`config.mk`:
```
export PLATFORM = sky130hd
export DESIGN_NAME = ssort_ctrl
export DESIGN_NICKNAME = d
export VERILOG_FILES = /design/src/rtl/ssort_pkg.sv /design/src/rtl/ssort_ctrl.sv
export VERILOG_INCLUDE_DIRS = /design/src /design/src/rtl
export SDC_FILE = /design/constraint.sdc
export NUM_CORES = 1
export LEC_CHECK = 0
export ABC_AREA = 1
export BUFFER_PORTS_ARGS = -buffer_cell sky130_fd_sc_hd__buf_2
export CELL_PAD_IN_SITES_DETAIL_PLACEMENT = 1
export CELL_PAD_IN_SITES_GLOBAL_PLACEMENT = 1
export CORE_MARGIN = 2
export CORE_UTILIZATION = 26
export CTS_CLUSTER_DIAMETER = 150
export DETAILED_ROUTE_END_ITERATION = 8
export GPL_ROUTABILITY_DRIVEN = 0
export PLACE_DENSITY = 0.87
export SYNTH_ARGS = -nofsm -noshare
export SYNTH_HDL_FRONTEND = slang
export SYNTH_SLANG_ARGS = --single-unit
```
`constraint.sdc`:
```
create_clock -name clk_i -period 3.94 [get_ports clk_i]
set_clock_uncertainty 0.2 [all_clocks]
set_input_delay 0.197 -clock clk_i [delete_from_list [all_inputs] [get_ports clk_i]]
set_output_delay 0.197 -clock clk_i [all_outputs]
set_load 0.1 [all_outputs]
```
`src/rtl/assert_macros.svh`:
```
// Assertion macros shared by the RTL files.
// SSORT_ASSERT checks a property on every rising clock edge outside reset.
// SSORT_ASSERT_NEVER checks that an expression is never true outside reset.
// Defining ASSERT_OFF compiles both away.
`ifndef ASSERT_MACROS_SVH
`define ASSERT_MACROS_SVH

`ifndef ASSERT_OFF
`define SSORT_ASSERT(lbl, clk, rstn, prop, msg) \
  lbl: assert property (@(posedge clk) disable iff (!rstn) prop) else $error(msg);
`define SSORT_ASSERT_NEVER(lbl, clk, rstn, expr, msg) \
  lbl: assert property (@(posedge clk) disable iff (!rstn) !(expr)) else $error(msg);
`else
`define SSORT_ASSERT(lbl, clk, rstn, prop, msg)
`define SSORT_ASSERT_NEVER(lbl, clk, rstn, expr, msg)
`endif

`endif

```
`src/rtl/ssort_pkg.sv`:
```
// ----------------------------------------------------------------------------
// ssort_pkg
// Shared constants, gap table and controller/datapath interface types.
// ----------------------------------------------------------------------------
`default_nettype none

package ssort_pkg;

  localparam int unsigned SSORT_DEPTH = 1024;
  localparam int unsigned DATA_W      = 32;
  localparam int unsigned GAP_W       = 4;
  localparam int unsigned GAP_NUM     = 4;
  localparam int unsigned GIDX_W      = 2;

  localparam logic [GAP_W-1:0] GAP_TABLE [GAP_NUM] = '{4'd9, 4'd5, 4'd3, 4'd1};

  localparam logic ACT_PUSH = 1'b0;
  localparam logic ACT_PULL = 1'b1;

  // controller -> datapath
  typedef struct packed {
    logic push;        // store value_i at the fill position
    logic sort_start;  // select the first gap
    logic pull_rd;     // read entry at the read pointer
    logic pull_out;    // load the result register
    logic gap_load;    // i = gap, read store[gap]
    logic load_x;      // latch x, j = i - gap, read store[j]
    logic shift;       // store[hole] = store[j], hole = j, read store[j - gap]
    logic place;       // store[hole] = x
    logic next_i;      // i = i + 1, read store[i + 1]
    logic next_gap;    // move to the next gap
    logic sort_done;   // set is sorted, rewind read pointer
  } cmd_t;

  // datapath -> controller
  typedef struct packed {
    logic gap_lt_count;
    logic last_gap;
    logic x_lt;
    logic j_ge_gap;
    logic next_lt_count;
  } sts_t;

endpackage

`default_nettype wire

```
`src/rtl/ssort_ctrl.sv`:
```
// ----------------------------------------------------------------------------
// ssort_ctrl
// Sequencer: request handshake, result valid and the gapped insertion walk.
// ----------------------------------------------------------------------------
`default_nettype none
`include "assert_macros.svh"

module ssort_ctrl import ssort_pkg::*; (
  input  wire logic clk_i,
  input  wire logic rst_ni,
  input  wire logic in_valid_i,
  output logic      in_ready_o,
  input  wire logic action_i,
  input  wire logic last_i,
  output logic      out_valid_o,
  input  wire logic out_ready_i,
  input  wire sts_t sts_i,
  output cmd_t      cmd_o
);

  typedef enum logic [2:0] {
    ST_IDLE,
    ST_PULL,
    ST_GAP,
    ST_LDX,
    ST_CMP,
    ST_WRX,
    ST_NEXT
  } state_e;

  state_e state_q, state_d;
  logic   out_valid_q, out_valid_d;
  logic   accept;

  // a pull needs the result register free by the time its data returns
  assign in_ready_o = (state_q == ST_IDLE) &&
                      ((action_i == ACT_PUSH) || !out_valid_q || out_ready_i);
  assign accept     = in_valid_i && in_ready_o;

  always_comb begin
    state_d = state_q;
    cmd_o   = '0;
    case (state_q)
      ST_IDLE: begin
        if (accept) begin
          if (action_i == ACT_PULL) begin
            cmd_o.pull_rd = 1'b1;
            state_d       = ST_PULL;
          end else begin
            cmd_o.push = 1'b1;
            if (last_i) begin
              cmd_o.sort_start = 1'b1;
              state_d          = ST_GAP;
            end
          end
        end
      end
      ST_PULL: begin
        cmd_o.pull_out = 1'b1;
        state_d        = ST_IDLE;
      end
      ST_GAP: begin
        if (sts_i.gap_lt_count) begin
          cmd_o.gap_load = 1'b1;
          state_d        = ST_LDX;
        end else if (sts_i.last_gap) begin
          cmd_o.sort_done = 1'b1;
          state_d         = ST_IDLE;
        end else begin
          cmd_o.next_gap = 1'b1;
        end
      end
      ST_LDX: begin
        cmd_o.load_x = 1'b1;
        state_d      = ST_CMP;
      end
      ST_CMP: begin
        if (sts_i.x_lt) begin
          cmd_o.shift = 1'b1;
          state_d     = sts_i.j_ge_gap ? ST_CMP : ST_WRX;
        end else begin
          cmd_o.place = 1'b1;
          state_d     = ST_NEXT;
        end
      end
      ST_WRX: begin
        cmd_o.place = 1'b1;
        state_d     = ST_NEXT;
      end
      ST_NEXT: begin
        if (sts_i.next_lt_count) begin
          cmd_o.next_i = 1'b1;
          state_d      = ST_LDX;
        end else if (sts_i.last_gap) begin
          cmd_o.sort_done = 1'b1;
          state_d         = ST_IDLE;
        end else begin
          cmd_o.next_gap = 1'b1;
          state_d        = ST_GAP;
        end
      end
      default: begin
        state_d = ST_IDLE;
      end
    endcase
  end

  always_comb begin
    out_valid_d = out_valid_q;
    if (out_ready_i) begin
      out_valid_d = 1'b0;
    end
    if (cmd_o.pull_out) begin
      out_valid_d = 1'b1;
    end
  end

  always_ff @(posedge clk_i or negedge rst_ni) begin
    if (!rst_ni) begin
      state_q     <= ST_IDLE;
      out_valid_q <= 1'b0;
    end else begin
      state_q     <= state_d;
      out_valid_q <= out_valid_d;
    end
  end

  assign out_valid_o = out_valid_q;

  `SSORT_ASSERT(a_pull_slot_free, clk_i, rst_ni, (state_q == ST_PULL) |-> !out_valid_q, "result register busy on pull")
  `SSORT_ASSERT(a_cmp_entry, clk_i, rst_ni, (state_q == ST_CMP) |-> ($past(state_q) == ST_LDX || $past(state_q) == ST_CMP), "compare entered out of order")
  `SSORT_ASSERT(a_valid_source, clk_i, rst_ni, $rose(out_valid_q) |-> ($past(state_q) == ST_PULL), "result without pull")

endmodule

`default_nettype wire

```
==> results.py <==
metrics = {
    "run_status": {
        "run_status": "finished, final reports clean",
    },
    "clock_network": {
        "worst_skew_pair.late_latency_ns": 0.23,
        "cts.repair.resized": 0,
        "cts.clk_slew.worst_paths_ns": 0.04,
        "htreeDepth": 1,
        "clock_tree_from_tritoncts": "built",
        "cts.hold.buffers_added": 1,
        "cts.sinks": 4,
        "cts_buffers": 3,
        "cts_setup_buffers": 0,
        "cts_root_buffer": "sky130_fd_sc_hd__clkbuf_4",
        "clockBufferDepth": 2,
    },
    "critical_path": {
        "critPathCaptureType": "output port",
        "path_max_fanout": 6,
        "critical_path_buf_inv_count": 1,
        "timing.critical_path.depth": 6,
        "timing.critical_path.required_ns": 3.54,
        "critPathMostFrequentCell": "sky130_fd_sc_hd__nor2_2",
        "reg2reg_depth": 6,
        "arrival_time_worst_endpoint_ns": 1.67,
        "master_of_the_slowest_instance_on_the_critical_path": "sky130_fd_sc_hd__dfrtp_1",
        "criticalPathCategory": "reg -> out",
        "worst_path_dominant_cell_family": "simple AND/OR/NAND/NOR gates",
        "timing.critical_path.slowest_cell_delay_ns": 0.44,
        "crit_path_cell_trace": "nor2_2 > nand2_2 > nor2_2 > nand2_1 > nor2_1 > buf_2",
        "startpoint_type": "flop",
    },
    "sta": {
        "final-hold-violation-count": 0,
        "slew_viol_final": 0,
        "final-setup-viol-count": 0,
        "grt_setup_unrepaired": "false",
        "tmin_final_ns": 2.066,
        "fmax_ghz": 0.4840,
        "worst-slew-pin-transition_ns": 0.4924,
        "max-slew-margin-rel": 0.6740,
        "tns_ns": 0,
        "fraction_of_the_cycle_the_final_worst_path_needs": 0.5244,
    },
    "detailed_routing": {
        "via_per_inst": 4.593,
        "drt_pre_antenna_iters": 4,
        "drt_wl_total_um": 1056,
        "final_antenna_net_count": 0,
        "first_iter_violations": 14,
        "drt-wirelength-per-cell_um": 9.778,
        "routed-via-count": 496,
        "detail_route.drc_violations": 0,
    },
    "place": {
        "detailed_place.area_um2": 510.5,
        "port_buffers": 23,
        "detailedPlacementHpwl_um": 936.6,
    },
    "cells_and_area": {
        "diodes": 0,
        "fin_nets": 106,
        "area_delta_synth_final_pct": 41.37,
        "fillers": 199,
        "seq_area_um2": 100.1,
        "drive_above_1_share": 0.3978,
        "multi_input_area_um2": 224.0,
        "layout.cell_area.non_filler_um2": 543.0,
    },
    "power_and_ir_drop": {
        "ratio_of_total_power_to_cell_area_nw_per_um2": 930.3,
        "cellLeakagePower_nw": 0.3703,
        "finalPower_mw": 0.5052,
        "worst_ir_drop_vdd_v": 0.0003479,
    },
    "synthesis": {
        "synth_cell_type_count": 15,
        "yosys_warnings": 0,
        "ys_seq_area_frac": 0.2606,
        "avgSynthCellArea_um2": 5.733,
        "synth_cells": 67,
        "syn_area_um2": 384.1,
        "synthesis.nets": 78,
        "yosys_register_bits": 4,
    },
    "floorplan": {
        "dieArea_um2": 1801,
        "initial_utilization": 0.2880,
        "design.portCount": 24,
        "placementRows": 13,
        "die_x_um": 42.44,
        "fp.coreArea_um2": 1334,
        "die_boundary_height_um": 42.44,
    },
    "global_route": {
        "first_global_vias": 456,
        "grt_pass1_wl_um": 1856,
        "grt_util_all_layers": 0.1322,
        "grt_antenna_before_repair": 0,
        "grt_remaining_overflow": 0,
        "grt_max_degree": 8,
    },
    "hold_path": {
        "holdCritPathClass": "in -> reg",
        "hold_depth": 3,
    },
    "job": {
        "cap_violations": 0,
    },
}
-- power breakdown --
group          leakage (nW)  internal [mW]  switching (mW)
combinational         0.304         0.0657           0.309
sequential           0.0522         0.0561          0.0240
clock                0.0138         0.0341          0.0163
total                 0.370          0.156           0.349
-- state kept, by name (all words and copies together), names as in the netlist --
name and count:
state_q 3, out_valid_o 1
-- synthesized netlist by cell type --
cell type,number,area [um2]
sky130_fd_sc_hd__inv_1,11,41.29
sky130_fd_sc_hd__nor2_1,15,56.30
sky130_fd_sc_hd__nand2_1,11,41.29
sky130_fd_sc_hd__nand2_2,2,12.51
sky130_fd_sc_hd__nor2_2,6,37.54
sky130_fd_sc_hd__a31oi_1,1,6.260
sky130_fd_sc_hd__nand4_1,2,12.51
sky130_fd_sc_hd__a21o_1,1,7.510
sky130_fd_sc_hd__buf_4,1,7.510
sky130_fd_sc_hd__dfrtp_1,4,100.1
sky130_fd_sc_hd__inv_2,3,11.26
sky130_fd_sc_hd__a21oi_1,1,5.000
sky130_fd_sc_hd__nor3_1,2,10.01
sky130_fd_sc_hd__o21ai_1,1,5.000
sky130_fd_sc_hd__nand3_1,6,30.03
-- logic make-up (layout without fill, tap and decap cells) --
kind of cell / after synthesis / in the layout / share of synthesized area
flops: 4 / 4 / 0.2606
compound gates: 4 / 4 / 0.06188
buf+inv: 15 / 41 / 0.1564
simple gates: 44 / 44 / 0.5212
-- placed cells by master (no fill, tap or decap), drive strengths merged --
cell type and instances:
a21oi 1, o21ai 1, a31oi 1, a21o 1, clkbuf 3, inv 14, nand3 6, dfrtp 4
nor2 21, nor3 2, nand4 2, nand2 13, buf 23, dlygate4sd3 1
-- worst paths after layout --
path | from | endpoint | slack (ns)
max | state_q[1]$_DFFE_PN0P_ | cmd_o[8] | 1.87
min | out_ready_i | out_valid_o$_DFFE_PN0P_ | 0.07
max reg2reg | state_q[1]$_DFFE_PN0P_ | state_q[0]$_DFFE_PN0P_ | 2.56
min reg2reg | out_valid_o$_DFFE_PN0P_ | out_valid_o$_DFFE_PN0P_ | 0.33
max in group asynchronous | rst_ni | state_q[2]$_DFFE_PN0P_ | 3.31
min in group asynchronous | rst_ni | state_q[1]$_DFFE_PN0P_ | 0.10
-- final cells by class --
cell class / count / share of cell area
Multi-Input combinational cell: 48 / 0.4124
Timing Repair Buffer: 24 / 0.2304
Sequential cell: 4 / 0.1843
Inverter: 14 / 0.09677
Clock buffer: 3 / 0.04147
Tap cell: 15 / 0.03456
-- routing by layer --
| layer | up-vias | part of all wire | track usage | wire length, um |
|---|---|---|---|---|
| met5 | - | 0 | 0 | 0 |
| met4 | 0 | 0 | 0.03750 | 0 |
| met3 | 0 | 0.056 | 0.02586 | 59 |
| met2 | 13 | 0.49 | 0.2154 | 520 |
| met1 | 224 | 0.45 | 0.1753 | 476 |
| li1 | 259 | - | - | - |
-- worst reg2reg max path, cell delays in order (launching register included) --
cell and delay [ns]:
sky130_fd_sc_hd__dfrtp_1 0.44, sky130_fd_sc_hd__nor2_2 0.21, sky130_fd_sc_hd__nand2_2 0.09, sky130_fd_sc_hd__a21oi_1 0.16, sky130_fd_sc_hd__nor2_2 0.06, sky130_fd_sc_hd__inv_1 0.06
sky130_fd_sc_hd__nor2_2 0.03
-- stage by stage --
step	worst slack [ns]	hold WS, ns	instances	util
3_5_place_dp	2.120	-0.1913	104	0.3827
5_1_grt	1.711	0.1055	108	0.4071
6_report	1.874	0.07401	108	0.4071
2_1_floorplan	0.2875	-0.2986	67	-
3_3_place_gp	2.185	-0.1939	104	0.3827
4_1_cts	1.865	0.06798	108	0.4071
Power figures use the tool's default switching activity.
